## config.mk

```make
export PLATFORM = sky130hd
export DESIGN_NAME = spongent_sponge_hash
export DESIGN_NICKNAME = d
export VERILOG_FILES = /design/src/design/spg_pkg.sv /design/src/design/spg_round.sv /design/src/design/spongent_sponge_hash.sv
export SDC_FILE = /design/constraint.sdc
export NUM_CORES = 1
export LEC_CHECK = 0
export BUFFER_PORTS_ARGS = -buffer_cell sky130_fd_sc_hd__buf_2
export CAP_MARGIN = 25
export CORE_AREA = 2 2 221 223
export DETAILED_ROUTE_END_ITERATION = 16
export DIE_AREA = 0 0 223 225
export GPL_TIMING_DRIVEN = 0
export PLACE_DENSITY = 0.67
export SLEW_MARGIN = 20
export SYNTH_ARGS = -nofsm -noshare
export SYNTH_HDL_FRONTEND = slang
export SYNTH_SLANG_ARGS = --single-unit
```

## constraint.sdc

```tcl
create_clock -name clk_i -period 3.8 [get_ports clk_i]
set_input_delay 0.19 -clock clk_i [delete_from_list [all_inputs] [get_ports clk_i]]
set_output_delay 0.19 -clock clk_i [all_outputs]
set_load 0.05 [all_outputs]
```

## src/design/spg_pkg.sv

```systemverilog
`timescale 1ns / 1ps

package spg_pkg;

  // sponge geometry
  localparam int unsigned StateBits  = 272;
  localparam int unsigned StateBytes = StateBits / 8;
  localparam int unsigned PermMul    = StateBits / 4;
  localparam int unsigned PermMod    = StateBits - 1;

  // round counter schedule and padding
  localparam logic [7:0] LfsrStart = 8'h9e;
  localparam logic [7:0] LfsrStop  = 8'hff;
  localparam logic [7:0] PadByte   = 8'h80;

  // 4-bit s-box
  localparam logic [3:0] Sbox [16] = '{
    4'he, 4'hd, 4'hb, 4'h0, 4'h2, 4'h1, 4'h4, 4'hf,
    4'h7, 4'ha, 4'h8, 4'h5, 4'h9, 4'hc, 4'h3, 4'h6
  };

  typedef logic [StateBits-1:0] state_t;

  // input item
  typedef struct packed {
    logic [7:0] byte_first;
    logic [7:0] byte_second;
    logic [1:0] byte_count;
    logic       last_block;
  } in_t;

  // result item
  typedef struct packed {
    logic [7:0] digest_first;
    logic [7:0] digest_second;
    logic [3:0] word_index;
    logic       last_word;
  } out_t;

  typedef enum logic [1:0] {
    StIdle,
    StPerm,
    StOut
  } fsm_e;

  // round counter step
  function automatic logic [7:0] lfsr_next(input logic [7:0] v);
    logic fb;
    fb = v[1] ^ v[2] ^ v[3] ^ v[7];
    return {v[6:0], fb};
  endfunction

  function automatic logic [7:0] bit_rev8(input logic [7:0] v);
    logic [7:0] r;
    for (int i = 0; i < 8; i++) begin
      r[i] = v[7-i];
    end
    return r;
  endfunction

endpackage

```

## src/design/spg_round.sv

```systemverilog
`timescale 1ns / 1ps

module spg_round import spg_pkg::*; (
  input  state_t     state_i,
  input  logic [7:0] ctr_i,
  output state_t     state_o
);

  state_t with_ctr;
  state_t subst;
  state_t perm;

  // round counter into the lowest and highest byte
  always_comb begin
    with_ctr = state_i;
    with_ctr[7:0] = state_i[7:0] ^ ctr_i;
    with_ctr[StateBits-1 -: 8] = state_i[StateBits-1 -: 8] ^ bit_rev8(ctr_i);
  end

  // s-box layer on every nibble
  always_comb begin
    for (int n = 0; n < StateBits / 4; n++) begin
      subst[4*n +: 4] = Sbox[with_ctr[4*n +: 4]];
    end
  end

  // bit permutation: bit j moves to j*68 mod 271, top bit stays
  always_comb begin
    perm = '0;
    for (int j = 0; j < StateBits - 1; j++) begin
      perm[(j * PermMul) % PermMod] = subst[j];
    end
    perm[StateBits-1] = subst[StateBits-1];
  end

  assign state_o = perm;

endmodule

```

## src/design/spongent_sponge_hash.sv

```systemverilog
`timescale 1ns / 1ps

// Sponge hash, 272-bit state, 16-bit rate, 256-bit capacity.
// Input channel (in_valid_i / in_stall_o / in_data_i) carries two message
// bytes per transfer; last_block ends the message and byte_count (0..2,
// three counts as two) then gives the valid bytes, padding is added internally.
// Output channel (out_valid_o / out_stall_i / out_data_o) carries the
// digest as 16-bit words with word_index and last_word, only after a last
// block.
// Timing: the permutation runs one round per cycle on a single round unit,
// 140 rounds, sequenced by the round-counter lfsr.
//   non-last block : one permutation from transfer until the next input is taken
//   last block     : one permutation, or two (two bytes need an extra padding
//                    block) until the first word, then one permutation between
//                    words once each word is taken
// The block takes no input while a message block or digest is in work.
// A stalled word simply holds; the state is frozen until it is taken.
// After the final word the sponge state is cleared for the next message.
// Reset clears the state and returns the block to idle.
module spongent_sponge_hash import spg_pkg::*; #(
  parameter int unsigned DIGEST_BITS = 256
) (
  input  logic clk_i,
  input  logic rst_ni,
  input  logic in_valid_i,
  output logic in_stall_o,
  input  in_t  in_data_i,
  output logic out_valid_o,
  input  logic out_stall_i,
  output out_t out_data_o
);

  localparam int unsigned WordsRaw = (DIGEST_BITS + 15) / 16;
  localparam int unsigned NumWords = (WordsRaw < 1) ? 1 : ((WordsRaw > 16) ? 16 : WordsRaw);
  localparam logic [3:0]  LastIdx  = 4'(NumWords - 1);

  fsm_e       fsm_q, fsm_d;
  state_t     state_q, state_d;
  logic [7:0] ctr_q, ctr_d;
  logic       pad_q, pad_d;
  logic       squeeze_q, squeeze_d;
  logic [3:0] word_q, word_d;

  state_t     rnd_state;
  logic [7:0] ctr_nxt;
  logic       in_xfer;
  logic       out_xfer;
  logic       perm_done;

  // shared round unit
  spg_round u_round (
    .state_i (state_q),
    .ctr_i   (ctr_q),
    .state_o (rnd_state)
  );

  assign ctr_nxt   = lfsr_next(ctr_q);
  assign perm_done = (ctr_nxt == LfsrStop);
  assign in_xfer   = in_valid_i && (fsm_q == StIdle);
  assign out_xfer  = (fsm_q == StOut) && !out_stall_i;

  // next state
  always_comb begin
    fsm_d = fsm_q;
    unique case (fsm_q)
      StIdle: begin
        if (in_xfer) fsm_d = StPerm;
      end
      StPerm: begin
        if (perm_done && !pad_q) begin
          fsm_d = squeeze_q ? StOut : StIdle;
        end
      end
      StOut: begin
        if (out_xfer) fsm_d = (word_q == LastIdx) ? StIdle : StPerm;
      end
      default: fsm_d = StIdle;
    endcase
  end

  // datapath next values
  always_comb begin
    state_d   = state_q;
    ctr_d     = ctr_q;
    pad_d     = pad_q;
    squeeze_d = squeeze_q;
    word_d    = word_q;
    unique case (fsm_q)
      StIdle: begin
        if (in_xfer) begin
          ctr_d  = LfsrStart;
          word_d = '0;
          if (!in_data_i.last_block) begin
            state_d[7:0]  = state_q[7:0] ^ in_data_i.byte_first;
            state_d[15:8] = state_q[15:8] ^ in_data_i.byte_second;
            pad_d         = 1'b0;
            squeeze_d     = 1'b0;
          end else begin
            squeeze_d = 1'b1;
            case (in_data_i.byte_count) inside
              2'd2, 2'd3: begin
                state_d[7:0]  = state_q[7:0] ^ in_data_i.byte_first;
                state_d[15:8] = state_q[15:8] ^ in_data_i.byte_second;
                pad_d         = 1'b1;
              end
              2'd1: begin
                state_d[7:0]  = state_q[7:0] ^ in_data_i.byte_first;
                state_d[15:8] = state_q[15:8] ^ PadByte;
                pad_d         = 1'b0;
              end
              default: begin
                state_d[7:0] = state_q[7:0] ^ PadByte;
                pad_d        = 1'b0;
              end
            endcase
          end
        end
      end
      StPerm: begin
        state_d = rnd_state;
        ctr_d   = ctr_nxt;
        // full message block absorbed: add the padding block and go again
        if (perm_done && pad_q) begin
          state_d[7:0] = rnd_state[7:0] ^ PadByte;
          ctr_d        = LfsrStart;
          pad_d        = 1'b0;
        end
      end
      StOut: begin
        if (out_xfer) begin
          if (word_q == LastIdx) begin
            state_d   = '0;
            squeeze_d = 1'b0;
            word_d    = '0;
          end else begin
            ctr_d  = LfsrStart;
            word_d = word_q + 4'd1;
          end
        end
      end
      default: ;
    endcase
  end

  // registers
  always_ff @(posedge clk_i or negedge rst_ni) begin
    if (!rst_ni) begin
      fsm_q     <= StIdle;
      state_q   <= '0;
      ctr_q     <= LfsrStart;
      pad_q     <= 1'b0;
      squeeze_q <= 1'b0;
      word_q    <= '0;
    end else begin
      fsm_q     <= fsm_d;
      state_q   <= state_d;
      ctr_q     <= ctr_d;
      pad_q     <= pad_d;
      squeeze_q <= squeeze_d;
      word_q    <= word_d;
    end
  end

  // port outputs
  always_comb begin
    in_stall_o                = (fsm_q != StIdle);
    out_valid_o               = (fsm_q == StOut);
    out_data_o.digest_first   = state_q[7:0];
    out_data_o.digest_second  = state_q[15:8];
    out_data_o.word_index     = word_q;
    out_data_o.last_word      = (word_q == LastIdx);
  end

endmodule

```

==> metrics, run 1 <==
hold crit path type in2async; Slew Viols, Final 0; hold slack final 0.0438 ns; WP data required between 4 and 5 ns; total track usage 0.237; drt first pass iters 5; GRT overflow 0; CTS Buf Count 36; IO Pins 46; Setup crit start kind register; critical path arrival 3.78 ns; synthesis warning total 0; clk_skew approximately 0.032 ns; Area Overhead vs Synth 11.2%; worst path cell trace inv_1, ha_1, buf_2, inv_1, nor2_1, clkbuf_1, clkbuf_1, a22o_1; Tcrit/Tclk final 0.872; dpl hpwl around 45,000 um; status finished, final reports clean; most frequent cells in the layout 283 x dfrtp_1, 270 x ha_1, 211 x nand2_1, 193 x o21ai_0, 188 x a21oi_1; DRT antenna net count 0; Clock Sinks 288; DR WL/cell 18.7 um; Slew headroom 0.327; Post-synth ARST share 1.00; f_max 302 MHz; Clk pin slew, worst setup/hold paths 0.06 ns; CP Capture Type register; Distinct cells, synth 46; CP Max Fanout 10; via count 18,100; Die W 223 um; maxcap violations 0; crit path kind reg2reg; Initial Utilization 0.458; register bit total from synthesis 288; CP bufs+invs 5; Final Critical Period about 3.3 ns; largest net degree at the start of global routing 95; post-synthesis sequential area ratio 0.331; initial antenna violation count 1; CORE AREA 0.0475 sq mm; CP max stage delay 0.82 ns; Post-Route WL 59,700 um; maximum buffer depth of the clock tree 3; Top delay family on crit path buffers and inverters; drt initial violations 1,257; Final setup viols 0; final core utilization 0.510; first-pass GRT wire length just over 90,000 um; Clk Latency, worst-skew pair approximately 0.56 ns; layout cells sized above 1 0.0751; Worst path slowest cell clkbuf_1; final RePlAce weighted congestion 0.905; FF/Latch Area roughly 0.0072 sq mm; ys flop type dfrtp_1; synthesized cell area 0.0218 sq mm; Multi-input gate area approximately 0.013 sq mm; Least-Margin Pin Slew 1.01 ns; final hold vios 0; RSZ-0062 raised after global routing false; TritonCTS clock tree built; vias in the first global route around 17,000; Die Y 225 um; DIE AREA roughly 0.050 sq mm; cells after synthesis 2,446; fill count approximately 4,300; Final nets 2,841; drc violations 0; placement row count 80; most common library cell in the layout ignoring fill and taps dfrtp_1; IO buf count between 40 and 50; Synth Area per Inst 8.91 sq um; Syn Nets 2,739; clock root buffer clkbuf_16; Clock H-tree levels 2; Vias/cell between 5 and 6; Post-synth EDFFs 0
-- cell usage after synthesis (5+ instances only) --
cell,count,area (sq um)
clkbuf_1,153,574
o21ai_1,8,40.0
a31oi_1,74,463
a21oi_1,188,941
mux2i_1,91,911
ha_1,270,3380
buf_4,39,293
nand2b_1,74,463
nand2_1,211,792
nor3b_1,8,60.1
nor2b_1,46,288
xnor2_1,22,193
o211ai_1,14,105
o21ai_0,193,966
xor2_1,69,604
a211oi_1,109,818
nor2_1,136,510
a22o_1,114,998
nor3_1,54,270
o31a_1,11,96.3
dfstp_2,5,131
a32oi_1,7,61.3
a21o_1,21,158
buf_2,11,55.1
inv_1,172,646
dfrtp_1,283,7080
mux4_2,29,653
-- worst register-to-register path, cell delays in order (launching register included) --
cell and delay, ns:
dfrtp_1 0.41, inv_1 0.10, ha_1 0.13, buf_2 0.21, inv_1 0.13, nor2_1 0.60, clkbuf_1 0.57, clkbuf_1 0.82
a22o_1 0.26
-- layout make-up --
class / count / share of cell area
Antenna cell: 1 / 0.000103
Buffer: 206 / 0.0389
Clock buffer: 55 / 0.0442
Clock inverter: 6 / 0.00506
Inverter: 174 / 0.0269
Multi-Input combinational cell: 1778 / 0.536
Sequential cell: 288 / 0.298
Tap cell: 615 / 0.0317
Timing Repair Buffer: 64 / 0.0197
-- final timing paths --
path,cells after the start,slack (ns),endpoint,from
max,8,0.49,state_q[201]$_DFFE_PN0P_,fsm_q[1]$_DFFE_PN0P_
min,2,0.04,word_q[2]$_DFFE_PN0P_,rst_ni
max reg2reg,8,0.49,state_q[201]$_DFFE_PN0P_,fsm_q[1]$_DFFE_PN0P_
min reg2reg,2,0.52,state_q[271]$_DFFE_PN0P_,state_q[271]$_DFFE_PN0P_
max in group asynchronous,4,2.61,state_q[107]$_DFFE_PN0P_,rst_ni
min in group clk_i,3,0.07,pad_q$_DFFE_PN0P_,in_data_i[2]
-- cell families (layout without fill, tap and decap cells) --
family,Yosys count,after routing,synth area share
AND/OR/NAND/NOR,543,543,0.113
XOR/XNOR,91,91,0.0366
AO/OA/AOI/OAI,754,754,0.219
buffers and inverters,380,505,0.0732
multiplexers,120,120,0.0717
adder cells (fa/ha/maj),270,270,0.155
flip-flops,288,288,0.331
other,0,1,0
-- timing repair --
item,4_1_cts,5_1_grt
gates resized for setup,0,0
buffers inserted,0,0
hold buffers,16,0
endpoints found under the setup margin,0,0
hold endpoints to repair,205,0
-- through the flow --
stage                     instance area, sq um  cells  setup WS [ns]  setup TNS, ns
after floorplan                          21800   2446           1.49              0
after global placement                   22800   3106          -3.00        -842.28
after detailed placement                 22900   3109          0.587              0
after CTS                                24200   3186          0.535              0
after global routing                     24200   3186          0.422              0
final                                    24200   3187          0.485              0
-- registers in the layout, indices dropped and copies added, names as in the netlist --
name,count
ctr_q,8
fsm_q,2
pad_q,1
squeeze_q,1
state_q,272
word_q,4
-- metal layers --
layer	track usage	share of wire	routed length [um]	up-vias
li1	-	-	-	8720
met1	0.323	0.45	27100	8914
met2	0.383	0.46	27400	394
met3	0.0300	0.046	2780	104
met4	0.0970	0.041	2420	2
met5	0	0.00020	12	-
Power of run 1 is not shown: default switching activity piles up to over one toggle a cycle in this logic, so the estimate is an artifact.
==> run 2, diff against run 1 <==
- GPL_TIMING_DRIVEN: 0 -> default
==> metrics, run 2 (synthesis results as in run 1) <==
Least-Margin Pin Slew 0.970 ns (was 1.01 ns); top flop regs state_q (272), ctr_q (8), word_q (4) (unchanged); Slew headroom 0.352 (was 0.327); via count 17,200 (was 18,100); Slew Viols, Final 0 (unchanged); total track usage 0.209 (was 0.237); Met3 Wirelength 1710 um (was 2780 um); Clock Sinks 288 (unchanged); Tcrit/Tclk final 0.759 (was 0.872); largest net degree at the start of global routing 114 (was 95); Hold Path Origin in_data_i[8]; hold path depth 3; RR Startpoint fsm_q[0]$_DFFE_PN0P_ (was fsm_q[1]$_DFFE_PN0P_); initial antenna violation count 2 (was 1); Final nets 2,643 (was 2,841); most frequent cells in the layout 283 x dfrtp_1, 270 x ha_1, 210 x nand2_1, 193 x o21ai_0, 188 x a21oi_1 (was 283 x dfrtp_1, 270 x ha_1, 211 x nand2_1, 193 x o21ai_0, 188 x a21oi_1); maxcap violations 0 (unchanged); Post-CTS Resized 0 (unchanged); most common library cell in the layout ignoring fill and taps dfrtp_1 (unchanged); met2 WL 24,800 um (was 27,400 um); final RePlAce weighted congestion 0.816 (was 0.905); Final setup viols 0 (unchanged); f_max 347 MHz (was 302 MHz); clock root buffer clkbuf_16 (unchanged); crit path kind reg2reg (unchanged); Hold Path End state_q[13]$_DFFE_PN0P_; highest metal used met5 (unchanged); vias in the first global route 16,200 (was 16,900); Setup crit start kind register (unchanged); status finished, final reports clean (unchanged); CP Max Fanout 93 (was 10); Clk Latency, worst-skew pair 0.55 ns (was 0.56 ns); CTS Buf Count 35 (was 36); met1 wire length 24,400 um (was 27,100 um); TritonCTS clock tree built (unchanged); first-pass GRT wire length 85,200 um (was 93,400 um); layout cells sized above 1 0.0653 (was 0.0751); Die Y 225 um (unchanged); DRT antenna net count 0 (unchanged); Post-Route WL 52,400 um (was 59,700 um); antenna cell count 0 (was 1); GRT overflow 0 (unchanged); CP Capture Type register (unchanged); critical path arrival 3.24 ns (was 3.78 ns); drc violations 0 (unchanged); WP data required 4.16 ns (was 4.27 ns); Clk pin slew, worst setup/hold paths 0.06 ns (about the same); setup TNS 0 ns (unchanged); Area Overhead vs Synth 7.43% (was 11.2%); IO Pins 46 (unchanged); R2R cell count 7 (was 8); dpl hpwl 36,900 um (was 44,700 um); hold crit path type in2reg (was in2async); Vias/cell 5.75 (was 5.69); placement row count 80 (unchanged); final hold vios 0 (unchanged); drt first pass iters 6 (was 5); max FFs per register 272 (unchanged); Clock H-tree levels 2 (unchanged); reg2reg setup slack 0.92 ns (was 0.49 ns); CORE AREA 0.0475 sq mm (unchanged); Die W 223 um (unchanged); maximum buffer depth of the clock tree 3 (unchanged); RSZ-0062 raised after global routing false (unchanged); DR WL/cell 17.5 um (was 18.7 um); r2r endpoint state_q[23]$_DFFE_PN0P_ (was state_q[201]$_DFFE_PN0P_); Final Critical Period 2.88 ns (was 3.31 ns); IO buf count 45 (unchanged); fill count 4,341 (was 4,336); clk_skew 0.0256 ns (was 0.0325 ns); drt initial violations 1,142 (was 1,257); Initial Utilization 0.458 (unchanged); DIE AREA 0.0502 sq mm (unchanged); register with the most flip-flops state_q (unchanged)
[run 2: cell types whose count changed in the layout (fill, tap and decap cells not counted), sizes merged]
| cell | previous run | this run |
|---|---|---|
| inv | 175 | 174 |
| diode | 1 | 0 |
| bufinv | 3 | 6 |
| buf | 99 | 59 |
| clkinv | 1 | 6 |
| clkinvlp | 1 | 0 |
| dlygate4sd3 | 16 | 14 |
| clkbuf | 210 | 47 |
[run 2: layout make-up]
class	count	area [sq um]	area share
clock buffers	47	1010	0.0433
well taps	615	769	0.0329
inverters	174	653	0.0279
clock inverters	12	210	0.00898
flip-flops and latches	288	7210	0.308
multi-input cells	1778	13000	0.555
repair buffers	73	556	0.0237
[run 2: through the flow]
step                      hold WS, ns  cell area, sq um  worst slack [ns]   util  cells
after floorplan                -0.106             21800              1.49      -   2446
after CTS                     0.00198             23400             0.927  0.493   2987
after global placement          0.320             22100              1.05  0.464   2914
after global routing           0.0427             23400             0.633  0.493   2987
after detailed placement        0.324             22100             0.924  0.464   2914
final                          0.0277             23400             0.917  0.493   2987
[run 2: how the worst max path moves through the flow]
stage | end | start | slack [ns]
after floorplan | state_q[4]$_DFFE_PN0P_ | word_q[0]$_DFFE_PN0P_ | 1.49
after global placement | state_q[166]$_DFFE_PN0P_ | fsm_q[0]$_DFFE_PN0P_ | 1.05
after CTS | state_q[23]$_DFFE_PN0P_ | fsm_q[0]$_DFFE_PN0P_ | 0.93
after detailed placement | state_q[23]$_DFFE_PN0P_ | fsm_q[0]$_DFFE_PN0P_ | 0.92
after global routing | state_q[100]$_DFFE_PN0P_ | fsm_q[0]$_DFFE_PN0P_ | 0.63
final | state_q[23]$_DFFE_PN0P_ | fsm_q[0]$_DFFE_PN0P_ | 0.92
[run 2: critical path: stages (launching register included)]
cell and delay, ns:
dfrtp_1 0.41, inv_1 0.10, ha_1 0.37, inv_2 0.15, nand2_4 0.11, buf_4 0.43, buf_4 0.80, o21ai_0 0.22
[run 2: repair_timing]
item | CTS | global route
hold buffers | 14 | 0
setup buffers | 0 | 0
hold endpoints to repair | 116 | 0
[run 2: per-layer routing]
| metal | global-route usage | vias to the layer above |
|---|---|---|
| met5 | 0 | - |
| met2 | 0.349 | 296 |
| li1 | - | 8333 |
| met4 | 0.0671 | 2 |
| met1 | 0.286 | 8454 |
| met3 | 0.0209 | 79 |
Power of run 2 is left out for the same reason.
==> run 3, diff against run 2 <==
- clock period: 3.8 -> 2.87 ns (I/O delays scaled with it)
==> metrics, run 3 (synthesis results as in run 1) <==
Clock Sinks 288 (unchanged); max FFs per register 272 (unchanged); r2r endpoint state_q[15]$_DFFE_PN0P_ (was state_q[23]$_DFFE_PN0P_); Die Y 225 um (unchanged); Clock H-tree levels 2 (unchanged); final RePlAce weighted congestion 0.831 (was 0.816); Post-Route WL 51,700 um (was 52,400 um); Post-CTS Repair Setup Buffers 0 (unchanged); drt initial violations 995 (was 1,142); met2 WL 24,500 um (was 24,800 um); vias in the first global route 16,200 (about the same); placement row count 80 (unchanged); Final nets 2,646 (was 2,643); clk_skew 0.0179 ns (was 0.0256 ns); Area Overhead vs Synth 7.50% (was 7.43%); total track usage 0.206 (was 0.209); crit path kind reg2reg (unchanged); Critical Path End state_q[15]$_DFFE_PN0P_ (was state_q[23]$_DFFE_PN0P_); crit path launch fsm_q[0]$_DFFE_PN0P_ (unchanged); R2R cell count 7 (unchanged); final hold vios 0 (unchanged); status finished, final reports clean (unchanged); Clk pin slew, worst setup/hold paths 0.06 ns (about the same); critical path arrival 2.77 ns (was 3.24 ns); Final setup viols 0 (unchanged); hold crit path type in2reg (unchanged); TritonCTS clock tree built (unchanged); FF/Latch Area 0.00721 sq mm (unchanged); most frequent cells in the layout 283 x dfrtp_1, 270 x ha_1, 210 x nand2_1, 193 x o21ai_0, 188 x a21oi_1 (unchanged); first-pass GRT wire length 84,200 um (was 85,200 um); Slew headroom 0.518 (was 0.352); Clk Latency, worst-skew pair 0.53 ns (was 0.55 ns); reg2reg setup slack 0.51 ns (was 0.92 ns); clock root buffer clkbuf_16 (unchanged); Post-CTS Resized 0 (unchanged); Hold Path Origin in_valid_i (was in_data_i[8]); Finished Cell Area 0.0234 sq mm (about the same); top flop regs state_q (272), ctr_q (8), word_q (4) (unchanged); CP Capture Type register (unchanged); Least-Margin Pin Slew 0.718 ns (was 0.970 ns); f_max 424 MHz (was 347 MHz); met1 wire length 24,400 um (about the same); Multi-input gate area 0.0130 sq mm (unchanged); register with the most flip-flops state_q (unchanged); GRT overflow 0 (unchanged); antenna cell count 0 (unchanged); Final Critical Period 2.36 ns (was 2.88 ns); Worst path slowest cell o2111ai_1 (was buf_4); via count 17,100 (was 17,200); fill count 4,362 (was 4,341); Tcrit/Tclk final 0.821 (was 0.759); drt first pass iters 6 (unchanged); Met3 Wirelength 1810 um (was 1710 um); maximum buffer depth of the clock tree 3 (unchanged); setup TNS 0 ns (unchanged); DRT antenna net count 0 (unchanged); maxcap violations 0 (unchanged); WP data required 3.28 ns (was 4.16 ns); largest net degree at the start of global routing 144 (was 114); Initial Utilization 0.458 (unchanged); IO buf count 45 (unchanged); Setup crit start kind register (unchanged); CTS Buf Count 36 (was 35); worst path cell trace inv_1, ha_1, inv_2, o2111ai_1, a21o_1, nor4_1, a211o_1 (was inv_1, ha_1, inv_2, nand2_4, buf_4, buf_4, o21ai_0); layout cells sized above 1 0.0643 (was 0.0653); drc violations 0 (unchanged); Slew Viols, Final 0 (unchanged); Placement Cell Area 0.0221 sq mm (about the same); CP Max Fanout 17 (was 93); IO Pins 46 (unchanged); CORE AREA 0.0475 sq mm (unchanged); RR Startpoint fsm_q[0]$_DFFE_PN0P_ (unchanged); Vias/cell 5.70 (was 5.75); initial antenna violation count 2 (unchanged); CP max stage delay 0.42 ns (was 0.80 ns); DR WL/cell 17.3 um (was 17.5 um); highest metal used met4 (was met5); Die W 223 um (unchanged); dpl hpwl 36,600 um (was 36,900 um); most common library cell in the layout ignoring fill and taps dfrtp_1 (unchanged); RSZ-0062 raised after global routing false (unchanged); DIE AREA 0.0502 sq mm (unchanged)
[run 3: cell count changes in the layout (fill, tap and decap cells not counted), sizes merged]
cell	change
bufinv	-3
clkinvlp	+1
dlygate4sd3	+1
clkinv	-2
buf	+1
clkbuf	+8
[run 3: repair_timing]
action / in CTS / in global routing
hold buffers: 15 / 0
hold endpoints to repair: 82 / 0
setup endpoints to repair: 0 / 0
[run 3: worst max-delay path: cells and delay by family, from the launching register on]
family / cells / cell delay (ns)
compound gates: 3 / 1.10
fa+ha+maj: 1 / 0.37
buf+inv: 2 / 0.25
flops: 1 / 0.41
simple gates: 1 / 0.11
[run 3: worst min path at each step]
| stage | endpoint | cells after the start |
|---|---|---|
| global placement | word_q[2]$_DFFE_PN0P_ | 1 |
| finish | pad_q$_DFFE_PN0P_ | 4 |
| floorplan | ctr_q[0]$_DFFE_PN0P_ | 0 |
| CTS | pad_q$_DFFE_PN0P_ | 3 |
| detailed placement | word_q[3]$_DFFE_PN0P_ | 1 |
| global route | pad_q$_DFFE_PN0P_ | 3 |
[run 3: area by class of cell]
class	count	share of cell area
multi-input combinational	1778	0.555
sequential	288	0.308
clock buffer	55	0.0450
tap	615	0.0328
inverter	174	0.0279
timing repair buffer	75	0.0266
clock inverter	8	0.00502
[run 3: per-stage QoR]
stage	hold WS, ns	setup WS, ns	instances	utilization
floorplan	-0.152	0.555	2446	-
global placement	0.175	0.609	2915	0.465
detailed placement	0.185	0.538	2915	0.465
CTS	0.0340	0.535	2993	0.493
global route	0.0645	0.344	2993	0.493
finish	0.0467	0.513	2993	0.493
[run 3: layer usage]
layer | vias up | GRT usage
li1 | 8335 | -
met1 | 8416 | 0.286
met2 | 242 | 0.346
met3 | 66 | 0.0224
met4 | 0 | 0.0476
met5 | - | 0
Power of run 3 is left out for the same reason.
